--- config.mk ---
export PLATFORM = sky130hd
export DESIGN_NAME = apd_queue
export DESIGN_NICKNAME = d
export VERILOG_FILES = /design/src/sv/apd_pkg.sv /design/src/sv/apd_queue.sv
export SDC_FILE = /design/constraint.sdc
export NUM_CORES = 1
export LEC_CHECK = 0
export BUFFER_PORTS_ARGS = -buffer_cell sky130_fd_sc_hd__buf_2
export CORE_MARGIN = 2
export CORE_UTILIZATION = 35
export CTS_CLUSTER_DIAMETER = 80
export DETAILED_ROUTE_END_ITERATION = 7
export PLACE_DENSITY = 0.54
export SLEW_MARGIN = 30
export SYNTH_ARGS = -nofsm -noshare
export SYNTH_HDL_FRONTEND = slang
export SYNTH_SLANG_ARGS = --single-unit
--- constraint.sdc ---
create_clock -name clk -period 2.8 [get_ports clk]
set_input_delay 0.28 -clock clk [delete_from_list [all_inputs] [get_ports clk]]
set_output_delay 0.28 -clock clk [all_outputs]
set_load 0.02 [all_outputs]
--- src/sv/apd_pkg.sv ---
// Package for the adaptive prediction image decoder.
// Holds sizes, register indexes and the queue item type; no dependencies.
`default_nettype none

package apd_pkg;

  localparam int MAX_LINE_WIDTH   = 1024;
  localparam int MAX_FRAME_HEIGHT = 4096;
  localparam int COL_W            = $clog2(MAX_LINE_WIDTH);
  localparam int ROW_W            = $clog2(MAX_FRAME_HEIGHT);

  localparam int RESIDUAL_W       = 10;
  localparam int PIXEL_W          = 8;
  localparam int LINE_WIDTH_W     = 11;
  localparam int FRAME_HEIGHT_W   = 13;
  localparam int CFG_DATA_W       = 13;
  localparam int CFG_INDEX_W      = 1;

  localparam int WCMP_W = (LINE_WIDTH_W > COL_W + 1) ? LINE_WIDTH_W : COL_W + 1;
  localparam int HCMP_W = (FRAME_HEIGHT_W > ROW_W + 1) ? FRAME_HEIGHT_W : ROW_W + 1;

  localparam int QUEUE_DEPTH = 2;
  localparam int QPTR_W      = (QUEUE_DEPTH > 1) ? $clog2(QUEUE_DEPTH) : 1;
  localparam int QCNT_W      = $clog2(QUEUE_DEPTH + 1);

  localparam logic [CFG_INDEX_W-1:0] CFG_LINE_WIDTH   = 1'b0;
  localparam logic [CFG_INDEX_W-1:0] CFG_FRAME_HEIGHT = 1'b1;

  localparam logic [LINE_WIDTH_W-1:0]   LINE_WIDTH_RST   = 11'd512;
  localparam logic [FRAME_HEIGHT_W-1:0] FRAME_HEIGHT_RST = 13'd512;

  localparam logic [PIXEL_W-1:0] PIXEL_MID = 8'd128;
  localparam logic [PIXEL_W-1:0] PIXEL_MAX = 8'd255;

  typedef struct packed {
    logic signed [RESIDUAL_W-1:0] residual;
    logic [COL_W-1:0]             col;
    logic                         first_row;
    logic                         first_col;
    logic                         eol;
    logic                         eof;
  } item_t;

  typedef struct packed {
    logic  valid;
    item_t item;
  } push_t;

endpackage

`default_nettype wire

--- src/sv/apd_queue.sv ---
// Short queue of classified items between front and back end.
// Depends on apd_pkg.
`default_nettype none

module apd_queue (
  input  wire logic     clk,
  input  wire logic     rst_n,
  input  wire apd_pkg::push_t push,
  output logic          full,
  input  wire logic     pop,
  output logic          head_valid,
  output apd_pkg::item_t head
);

  apd_pkg::item_t                entry_r [apd_pkg::QUEUE_DEPTH];
  logic [apd_pkg::QPTR_W-1:0]    wr_ptr_r, rd_ptr_r;
  logic [apd_pkg::QCNT_W-1:0]    count_r, count_nxt;
  logic                          do_pop;

  assign full       = (count_r == apd_pkg::QCNT_W'(apd_pkg::QUEUE_DEPTH));
  assign head_valid = (count_r != '0);
  assign head       = entry_r[rd_ptr_r];
  assign do_pop     = pop && head_valid;

  always_comb begin
    count_nxt = count_r;
    if (push.valid && !do_pop) begin
      count_nxt = count_r + apd_pkg::QCNT_W'(1);
    end else if (!push.valid && do_pop) begin
      count_nxt = count_r - apd_pkg::QCNT_W'(1);
    end
  end

  always_ff @(posedge clk) begin
    if (push.valid) begin
      entry_r[wr_ptr_r] <= push.item;
    end
  end

  always_ff @(posedge clk) begin
    if (!rst_n) begin
      wr_ptr_r <= '0;
      rd_ptr_r <= '0;
      count_r  <= '0;
    end else begin
      count_r <= count_nxt;
      if (push.valid) begin
        wr_ptr_r <= (wr_ptr_r == apd_pkg::QPTR_W'(apd_pkg::QUEUE_DEPTH - 1)) ? '0
                                                         : wr_ptr_r + apd_pkg::QPTR_W'(1);
      end
      if (do_pop) begin
        rd_ptr_r <= (rd_ptr_r == apd_pkg::QPTR_W'(apd_pkg::QUEUE_DEPTH - 1)) ? '0
                                                         : rd_ptr_r + apd_pkg::QPTR_W'(1);
      end
    end
  end

endmodule

`default_nettype wire

==> impl_metrics.yaml <==
setup_path:
  cp_max_fo: 15
  setup.worst_path.start_class: "flip-flop"
  max_stage_delay_ps: 570
  end_kind: "primary output"
  cpLargestDelayFamily: "flip-flops"
  crit_chain: "buf_4 -> mux2_2 -> buf_2"
  crit_buf_inv: 2
  cp_data_required_time_ps: 2520
  worst_path_max_delay_cell: "dfxtp_1"
  criticalPathCategory: "reg2out"
  cp.arrival_ps: 1710
power:
  vdd_drop_max_v: 0.000406
  power.density_nw_per_um2: 836
  p_leak_nw: 0.908
floorplanning:
  die-area_um2: 6170
  row_count: 27
  ios: 54
  floorplan.die.height_um: 78.6
  start_util_pct: 35.8
  die_x_um: 78.6
  core-area_um2: 5440
timing:
  period_share_pct: 70.9
  rsz0062_at_grt: "false"
  slew-limit-headroom_pct: 69.3
  finClkSkew_ps: 5.68
  finalCriticalPeriod_ps: 1990
  fmax_mhz: 503
  drv_slew: 0
  finalHoldViolations: 0
  setup-tns-final_ps: 0
  tightest_slew_ps: 460
  finalSetupViolations: 0
placed_design:
  gp_congestion: 0.645
  dpl-instance-area_um2: 2310
  hpwlAfterDp_um: 2160
  dp_cells: 222
  io_buffers: 53
cts:
  cts_htree_levels: 2
  clock-sinks: 53
  ctsResizeCount: 0
  clk_latency_ps: 290
  post-cts-setup-buffer-count: 0
  clockRootBuffer: "clkbuf_8"
  clk_path_buf_depth: 2
  tritoncts: "built"
  ctsHoldBuffers: 0
  numCtsBuffers: 5
  clkTransAtPathRegs_ps: 90
yosys:
  synth_flop_cell: "edfxtp_1"
  synth_edf_count: 48
  avgSynthCellArea_um2: 20.1
  ys_top_cells_by_area: "edfxtp_1 74%, mux2_2 14%, dfxtp_1 5.1%"
  async_reset_ff_share_pct: 0
  ys_ff_latch: 53
  yosysTopAreaCell: "edfxtp_1"
  synthesis.nets: 126
  syn_inst: 97
  ys_seq_area_share_pct: 79.2
  netlist_area_um2: 1950
  synth_cell_type_count: 15
  yosysTopAreaCellShare_pct: 74.0
  yosys_warnings: 0
route:
  route.vias.total: 997
  dr.first_iter.drc_count: 30
  vias_per_cell: 4.33
  first_pass_iters: 5
  routedWlPerCell_um: 13.7
  drc_errors: 0
  ant_nets: 0
  routed_wl_um: 3140
cells_and_area:
  multi_input_area_um2: 393
  utilization_pct: 44.5
  area_growth_pct: 24.2
  layout.cells.non_filler: 230
  fill_cells: 491
  seqCellArea_um2: 1540
  finalInstanceArea_um2: 2420
  antenna_cells: 0
  nets: 186
  drive_gt1_share_pct: 55.7
hold_path:
  worstHoldPathType: "in2reg"
global_routing:
  grt_start_max_net_pins: 26
  antenna_found_initial: 0
  grt_util_all_layers_pct: 10.6
  grt-ovfl-total: 0
  grt_first_pass_wirelength_um: 4890
  first_global_vias: 1013
status:
  status: "finished clean"
run:
  maxCapViolCount: 0
## synthesized netlist by cell type, types with 2 or more instances
cell type,n
nor2b_1,3
and2_1,4
xnor2_1,2
dfxtp_1,5
edfxtp_1,48
mux2_2,24
buf_2,3
## power breakdown
group	internal, W	total [W]	leakage (nW)	switching (W)
clock network	0.000264	0.000487	0.0528	0.000223
registers	0.000930	0.000978	0.492	0.0000486
logic	0.000258	0.000556	0.363	0.000298
total	0.00145	0.00202	0.908	0.000570
## worst register-to-register path: cells and delay by family, from the launching register on
family / cells / cell delay (ps)
simple gates: 1 / 350
compound gates: 2 / 370
flops: 1 / 370
fa+ha+maj: 1 / 310
## cell type report
cell class,instances,area share [%]
clock buffers,6,3.00
clock inverters,2,1.40
multi-input cells,41,16.2
flip-flops and latches,53,63.7
well taps,72,3.72
repair buffers,56,11.9
## metrics by stage
stage / hold slack [ps] / setup slack [ps] / total power [W]
floorplan: 379 / 964 / 0.00139
detailed placement: 473 / 1100 / 0.00156
global route: 147 / 689 / 0.00213
CTS: 150 / 741 / 0.00206
finish: 169 / 814 / 0.00202
global placement: 469 / 1110 / 0.00155
## state kept, by name (all words and copies together) (netlist names), named ones only
signal and count:
wr_ptr_r 1, rd_ptr_r 1, entry_r 48, count_r 2
## logic make-up (layout without fill, tap and decap cells)
| kind of cell | count (synthesis) | count (layout) | synth area share, % |
|---|---|---|---|
| DFF | 53 | 53 | 79.2 |
| buffers and inverters | 3 | 64 | 0.771 |
| xor gates and xnor gates | 3 | 3 | 1.35 |
| muxes | 24 | 24 | 13.9 |
| adders and majority gates | 1 | 1 | 0.643 |
| AOI/OAI and AO/OA | 4 | 4 | 1.29 |
| and+or+nand+nor | 9 | 9 | 2.89 |
## per-layer routing
layer	vias to the layer above	global-route usage, %	wire (um)
met4	0	3.68	10
met5	-	0	0
met3	2	4.14	197
li1	487	-	-
met2	37	17.3	1600
met1	471	12.9	1340
## final timing paths
check	from	to	slack, ps	cells past startpoint
worst max-delay path	flip-flop	head[16]	810	3
worst min-delay path	push[1]	entry_r[1][1]$_DFFE_PP_	170	1
worst max register to register	count_r[0]$_SDFFE_PN0P_	count_r[1]$_SDFFE_PN0P_	1340	4
worst min register to register	count_r[1]$_SDFFE_PN0P_	count_r[1]$_SDFFE_PN0P_	530	2
## cells in the final DEF (no fill, tap or decap)
| master | instances |
|---|---|
| o21ai_0 | 1 |
| dfxtp_1 | 5 |
| xnor2_1 | 2 |
| and2_1 | 4 |
| or3_1 | 1 |
| nor2b_2 | 1 |
| clkinv_1 | 1 |
| o21a_1 | 1 |
| edfxtp_1 | 48 |
| or2_2 | 1 |
| buf_2 | 53 |
| a21boi_1 | 1 |
| ha_1 | 1 |
| xor2_1 | 1 |
| clkbuf_1 | 1 |
| bufinv_16 | 1 |
| nor2b_1 | 2 |
| mux2_2 | 24 |
| clkbuf_8 | 5 |
| buf_4 | 3 |
| o21ai_1 | 1 |
Note: power is estimated with default switching activity, not from simulation.
