`src/sv/apd_pkg.sv`:
```
// Package for the adaptive prediction image decoder.
// Holds sizes, register indexes and the queue item type; no dependencies.
`default_nettype none

package apd_pkg;

  localparam int MAX_LINE_WIDTH   = 1024;
  localparam int MAX_FRAME_HEIGHT = 4096;
  localparam int COL_W            = $clog2(MAX_LINE_WIDTH);
  localparam int ROW_W            = $clog2(MAX_FRAME_HEIGHT);

  localparam int RESIDUAL_W       = 10;
  localparam int PIXEL_W          = 8;
  localparam int LINE_WIDTH_W     = 11;
  localparam int FRAME_HEIGHT_W   = 13;
  localparam int CFG_DATA_W       = 13;
  localparam int CFG_INDEX_W      = 1;

  localparam int WCMP_W = (LINE_WIDTH_W > COL_W + 1) ? LINE_WIDTH_W : COL_W + 1;
  localparam int HCMP_W = (FRAME_HEIGHT_W > ROW_W + 1) ? FRAME_HEIGHT_W : ROW_W + 1;

  localparam int QUEUE_DEPTH = 2;
  localparam int QPTR_W      = (QUEUE_DEPTH > 1) ? $clog2(QUEUE_DEPTH) : 1;
  localparam int QCNT_W      = $clog2(QUEUE_DEPTH + 1);

  localparam logic [CFG_INDEX_W-1:0] CFG_LINE_WIDTH   = 1'b0;
  localparam logic [CFG_INDEX_W-1:0] CFG_FRAME_HEIGHT = 1'b1;

  localparam logic [LINE_WIDTH_W-1:0]   LINE_WIDTH_RST   = 11'd512;
  localparam logic [FRAME_HEIGHT_W-1:0] FRAME_HEIGHT_RST = 13'd512;

  localparam logic [PIXEL_W-1:0] PIXEL_MID = 8'd128;
  localparam logic [PIXEL_W-1:0] PIXEL_MAX = 8'd255;

  typedef struct packed {
    logic signed [RESIDUAL_W-1:0] residual;
    logic [COL_W-1:0]             col;
    logic                         first_row;
    logic                         first_col;
    logic                         eol;
    logic                         eof;
  } item_t;

  typedef struct packed {
    logic  valid;
    item_t item;
  } push_t;

endpackage

`default_nettype wire

```
`src/sv/apd_if.sv`:
```
// Stream interfaces for residuals in and pixels out.
// Depends on apd_pkg for field widths.
`default_nettype none

interface apd_in_if;
  logic                                  valid;
  logic                                  ready;
  logic signed [apd_pkg::RESIDUAL_W-1:0] residual;

  modport source (output valid, output residual, input ready);
  modport sink   (input valid, input residual, output ready);
endinterface


`default_nettype wire

```
`src/sv/apd_front.sv`:
```
// Front end: configuration registers, input accept and raster position tracking.
// Depends on apd_pkg and apd_in_if.
`default_nettype none

module apd_front (
  input  wire logic                               clk,
  input  wire logic                               rst_n,
  apd_in_if.sink                                  in_ch,
  input  wire logic                               cfg_we,
  input  wire logic [apd_pkg::CFG_INDEX_W-1:0]    cfg_index,
  input  wire logic [apd_pkg::CFG_DATA_W-1:0]     cfg_wdata,
  input  wire logic                               q_full,
  output apd_pkg::push_t                          push
);

  logic [apd_pkg::LINE_WIDTH_W-1:0]   line_width_r;
  logic [apd_pkg::FRAME_HEIGHT_W-1:0] frame_height_r;
  logic [apd_pkg::COL_W-1:0]          col_r, col_nxt;
  logic [apd_pkg::ROW_W-1:0]          row_r, row_nxt;
  logic [apd_pkg::WCMP_W-1:0]         w_raw, w_eff, col_inc;
  logic [apd_pkg::HCMP_W-1:0]         h_raw, h_eff, row_inc;
  logic                               accept, eol, eof;

  always_ff @(posedge clk) begin
    if (!rst_n) begin
      line_width_r   <= apd_pkg::LINE_WIDTH_RST;
      frame_height_r <= apd_pkg::FRAME_HEIGHT_RST;
    end else if (cfg_we) begin
      unique case (cfg_index)
        apd_pkg::CFG_LINE_WIDTH:   line_width_r   <= cfg_wdata[apd_pkg::LINE_WIDTH_W-1:0];
        apd_pkg::CFG_FRAME_HEIGHT: frame_height_r <= cfg_wdata[apd_pkg::FRAME_HEIGHT_W-1:0];
        default: ;
      endcase
    end
  end

  always_comb begin
    w_raw = apd_pkg::WCMP_W'(line_width_r);
    if (w_raw < apd_pkg::WCMP_W'(2)) begin
      w_eff = apd_pkg::WCMP_W'(2);
    end else if (w_raw > apd_pkg::WCMP_W'(apd_pkg::MAX_LINE_WIDTH)) begin
      w_eff = apd_pkg::WCMP_W'(apd_pkg::MAX_LINE_WIDTH);
    end else begin
      w_eff = w_raw;
    end
    h_raw = apd_pkg::HCMP_W'(frame_height_r);
    if (h_raw < apd_pkg::HCMP_W'(1)) begin
      h_eff = apd_pkg::HCMP_W'(1);
    end else if (h_raw > apd_pkg::HCMP_W'(apd_pkg::MAX_FRAME_HEIGHT)) begin
      h_eff = apd_pkg::HCMP_W'(apd_pkg::MAX_FRAME_HEIGHT);
    end else begin
      h_eff = h_raw;
    end
    col_inc = apd_pkg::WCMP_W'(col_r) + apd_pkg::WCMP_W'(1);
    row_inc = apd_pkg::HCMP_W'(row_r) + apd_pkg::HCMP_W'(1);
    eol     = (col_inc >= w_eff);
    eof     = eol && (row_inc >= h_eff);
    if (eol) begin
      col_nxt = '0;
      row_nxt = eof ? '0 : row_inc[apd_pkg::ROW_W-1:0];
    end else begin
      col_nxt = col_inc[apd_pkg::COL_W-1:0];
      row_nxt = row_r;
    end
  end

  assign in_ch.ready = !q_full;
  assign accept      = in_ch.valid && !q_full;

  always_comb begin
    push.valid               = accept;
    push.item.residual       = in_ch.residual;
    push.item.col            = col_r;
    push.item.first_row      = (row_r == '0);
    push.item.first_col      = (col_r == '0);
    push.item.eol            = eol;
    push.item.eof            = eof;
  end

  always_ff @(posedge clk) begin
    if (!rst_n) begin
      col_r <= '0;
      row_r <= '0;
    end else if (accept) begin
      col_r <= col_nxt;
      row_r <= row_nxt;
    end
  end

endmodule

`default_nettype wire

```
`src/flat_wrapper.sv`:
```
// flat-port wrapper written by rule: the top's interface ports become plain ports
module apd_front_flat 
  (clk, rst_n, cfg_we, cfg_index, cfg_wdata, q_full, push, in_ch_valid, in_ch_residual, in_ch_ready);
  apd_in_if in_ch_i ();
  input  wire logic clk;
  input  wire logic rst_n;
  input  wire logic cfg_we;
  input  wire logic [apd_pkg::CFG_INDEX_W-1:0] cfg_index;
  input  wire logic [apd_pkg::CFG_DATA_W-1:0] cfg_wdata;
  input  wire logic q_full;
  output apd_pkg::push_t push;
  input wire logic [$bits(in_ch_i.valid)-1:0] in_ch_valid;
  input wire logic [$bits(in_ch_i.residual)-1:0] in_ch_residual;
  output wire logic [$bits(in_ch_i.ready)-1:0] in_ch_ready;
  assign in_ch_i.valid = in_ch_valid;
  assign in_ch_i.residual = in_ch_residual;
  assign in_ch_ready = in_ch_i.ready;
  apd_front u_core (.clk(clk), .rst_n(rst_n), .in_ch(in_ch_i), .cfg_we(cfg_we), .cfg_index(cfg_index), .cfg_wdata(cfg_wdata), .q_full(q_full), .push(push));
endmodule
```
`config.mk`:
```
export PLATFORM = sky130hd
export DESIGN_NAME = apd_front_flat
export DESIGN_NICKNAME = d
export VERILOG_FILES = /design/src/sv/apd_pkg.sv /design/src/sv/apd_if.sv /design/src/sv/apd_front.sv /design/src/flat_wrapper.sv
export SDC_FILE = /design/constraint.sdc
export NUM_CORES = 1
export LEC_CHECK = 0
export ABC_CLOCK_PERIOD_IN_PS = 3650
export BUFFER_PORTS_ARGS = -buffer_cell sky130_fd_sc_hd__buf_2
export CORE_AREA = 4 4 78 80
export CTS_CLUSTER_DIAMETER = 50
export DETAILED_ROUTE_END_ITERATION = 16
export DIE_AREA = 0 0 82 84
export GPL_TIMING_DRIVEN = 1
export PLACE_DENSITY = 0.87
export SLEW_MARGIN = 10
export SYNTH_ARGS = -nofsm -noshare
export SYNTH_HDL_FRONTEND = slang
export SYNTH_SLANG_ARGS = --single-unit
```
`constraint.sdc`:
```
create_clock -name clk -period 3.65 [get_ports clk]
set_clock_uncertainty 0.15 [all_clocks]
set_input_delay 0.73 -clock clk [delete_from_list [all_inputs] [get_ports clk]]
set_output_delay 0.73 -clock clk [all_outputs]
set_load 0.1 [all_outputs]
```
==> flow_summary.json <==
{
  "power_density_nw_per_um2": 318,
  "grt_max_degree": 32,
  "initial_core_util_pct": 54.1,
  "worst-path-max-fanout": 6,
  "min_path_type": "reg2reg",
  "fillers": 467,
  "synthDistinctLibCells": 45,
  "firstDrtPassIters": 4,
  "p_sw_share_pct": 30.5,
  "via_count": 2617,
  "cts_buffers": 5,
  "critPathLaunchType": "flop",
  "end_kind": "output port",
  "yosysSeqAreaShare_pct": 31.5,
  "grt_pass1_vias": 2618,
  "core_area_um2": 5410,
  "boundaryPins": 55,
  "internal-power_mw": 0.729,
  "tns_ns": 0,
  "leakagePower_nw": 1.40,
  "syn2layout_area_growth_pct": 12.9,
  "final_cell_mix": "90 x nand2_1, 37 x dfxtp_1, 32 x buf_2",
  "dpl_cell_area_um2": 3060,
  "path_class": "reg2out",
  "wirelength_mm": 6.88,
  "ant_nets": 0,
  "hold-worst-slack_ns": 0.328,
  "hold_viol": 0,
  "rrSetupSlack_ns": 0.43,
  "cts_hold_buffers": 0,
  "setup_viol": 0,
  "diodes": 0,
  "fp.dieW_um": 82,
  "syn_area_per_cell_um2": 8.03,
  "p_comb_share_pct": 17.8,
  "drc": 0,
  "tritoncts": "built",
  "drt_iter0_markers": 298,
  "rows": 27,
  "ys_ff_latch": 46,
  "final_nets": 440,
  "switching_power_mw": 0.320,
  "clk_pin_slew_ns": 0.09,
  "grt_pass1_wl_mm": 11.6,
  "clock_sinks": 46,
  "worst_pin_slew_ns": 0.600,
  "seq_power_share_pct": 50.5,
  "cap_violations": 0,
  "async_flop_share_pct": 0,
  "required_ns": 2.77,
  "synth_flop_cell": "dfxtp_1",
  "hpwl_mm": 5.14,
  "overflow": 0,
  "worstPathArrival_ns": 2.73,
  "clkPwrFrac_pct": 31.7,
  "grt_util_all_layers_pct": 20.6,
  "ir_drop_mv": 0.247,
  "htreeDepth": 2,
  "clk_path_buf_depth": 2,
  "port_buffers": 34,
  "place.gp.congestion": 0.941,
  "fin_crit_ns": 3.61,
  "drv_slew": 0,
  "via_per_inst": 5.74,
  "max_slew_margin_pct": 59.9,
  "synth_top_area_cell": "dfxtp_1",
  "synth_area_leaders": "dfxtp_1 32%, ha_1 12%, nand2_1 12%",
  "avgRoutedWirePerCell_um": 15.1,
  "antenna_found_initial": 0,
  "synth_top_cell_area_share_pct": 31.5,
  "final_common_cell": "nand2_1",
  "drive_above_1_share_pct": 21.9,
  "synth_edf_count": 0,
  "synthCells": 364,
  "status": "finished clean",
  "clock-root-buffer": "clkbuf_8",
  "synth_warnings": 0,
  "dieArea_um2": 6890,
  "die_y_um": 84,
  "syn-num-nets": 421,
  "period_share_pct": 99.0,
  "clock_latency_ns": 0.31,
  "fmaxAchievable_mhz": 277,
  "final_area_um2": 3300,
  "syn_area_um2": 2920
}
==> flip-flops by register name, indices dropped and copies added (netlist names) <==
| name | count |
|---|---|
| u_core.col_r | 10 |
| u_core.frame_height_r | 13 |
| u_core.line_width_r | 11 |
| u_core.row_r | 12 |
==> cells in the mapped netlist (8+ instances only) <==
master / instances
nand2_1: 90
dfxtp_1: 46
a21boi_0: 22
inv_1: 10
nor4_1: 8
nand3_1: 15
a21oi_1: 11
buf_4: 15
xor2_1: 8
ha_1: 28
nor2_1: 12
clkbuf_1: 11
==> through the flow <==
| step | std cells | setup WS, ns | total power [mW] | utilization, % |
|---|---|---|---|---|
| after floorplan | 364 | -0.0469 | 0.730 | - |
| after global placement | 443 | 0.302 | 0.713 | 56.5 |
| after detailed placement | 443 | 0.184 | 0.720 | 56.5 |
| after CTS | 452 | 0.00216 | 1.05 | 58.7 |
| after global routing | 456 | -0.0694 | 1.10 | 61.0 |
| final | 456 | 0.0360 | 1.05 | 61.0 |
==> per-layer routing <==
metal / vias to the layer above / routed length (µm) / track usage [%]
met3: 18 / 420 / 3.24
li1: 1288 / - / -
met5: - / 0 / 0
met2: 88 / 3200 / 31.9
met4: 0 / 182 / 9.67
met1: 1223 / 3080 / 27.4
==> timing repair <==
item | 4_1_cts | 5_1_grt
endpoints found under the setup margin | 2 | 2
resized for setup | 5 | 24
buffers inserted | 1 | 4
pin swaps | 1 | 7
==> worst paths after layout <==
path	end	start	cells after the start
setup / recovery	push[1]	u_core.col_r[0]	10
hold / removal	u_core.frame_height_r[0]	u_core.frame_height_r[0]	2
setup reg to reg	u_core.row_r[9]	u_core.col_r[0]	13
hold reg to reg	u_core.frame_height_r[0]	u_core.frame_height_r[0]	2
==> power groups by stage <==
stage | combinational, mW | clock, mW | sequential (mW)
final | 0.187 | 0.333 | 0.529
after global routing | 0.206 | 0.359 | 0.532
after CTS | 0.181 | 0.337 | 0.530
after detailed placement | 0.178 | 0 | 0.542
after global placement | 0.173 | 0 | 0.540
after floorplan | 0.182 | 0 | 0.548
==> logic make-up after synthesis <==
kind of cell / after synthesis / share of synthesized area [%]
AO/OA/AOI/OAI: 71 / 18.2
XOR/XNOR: 15 / 4.50
adder cells (fa/ha/maj): 28 / 12.0
buffers and inverters: 40 / 7.41
flip-flops: 46 / 31.5
multiplexers: 3 / 1.07
AND/OR/NAND/NOR: 161 / 25.4
==> layout make-up <==
class / count / area (µm²) / area share, %
Timing Repair Buffer: 41 / 244 / 7.39
Inverter: 11 / 41.3 / 1.25
Multi-Input combinational cell: 278 / 1890 / 57.2
Clock inverter: 2 / 12.5 / 0.379
Clock buffer: 6 / 82.6 / 2.50
Sequential cell: 46 / 942 / 28.6
Tap cell: 72 / 90.1 / 2.73
==> worst max-delay path, stage by stage (launching register included) <==
cell and delay, ns:
dfxtp_4 0.40, ha_4 0.17, nand4_1 0.17, nor2_1 0.18, xor2_1 0.26, ha_1 0.31
a211oi_2 0.21, nor2_1 0.09, a211oi_4 0.32, nand2_1 0.11, buf_6 0.20
No activity file was read; power rests on OpenSTA's default activity.
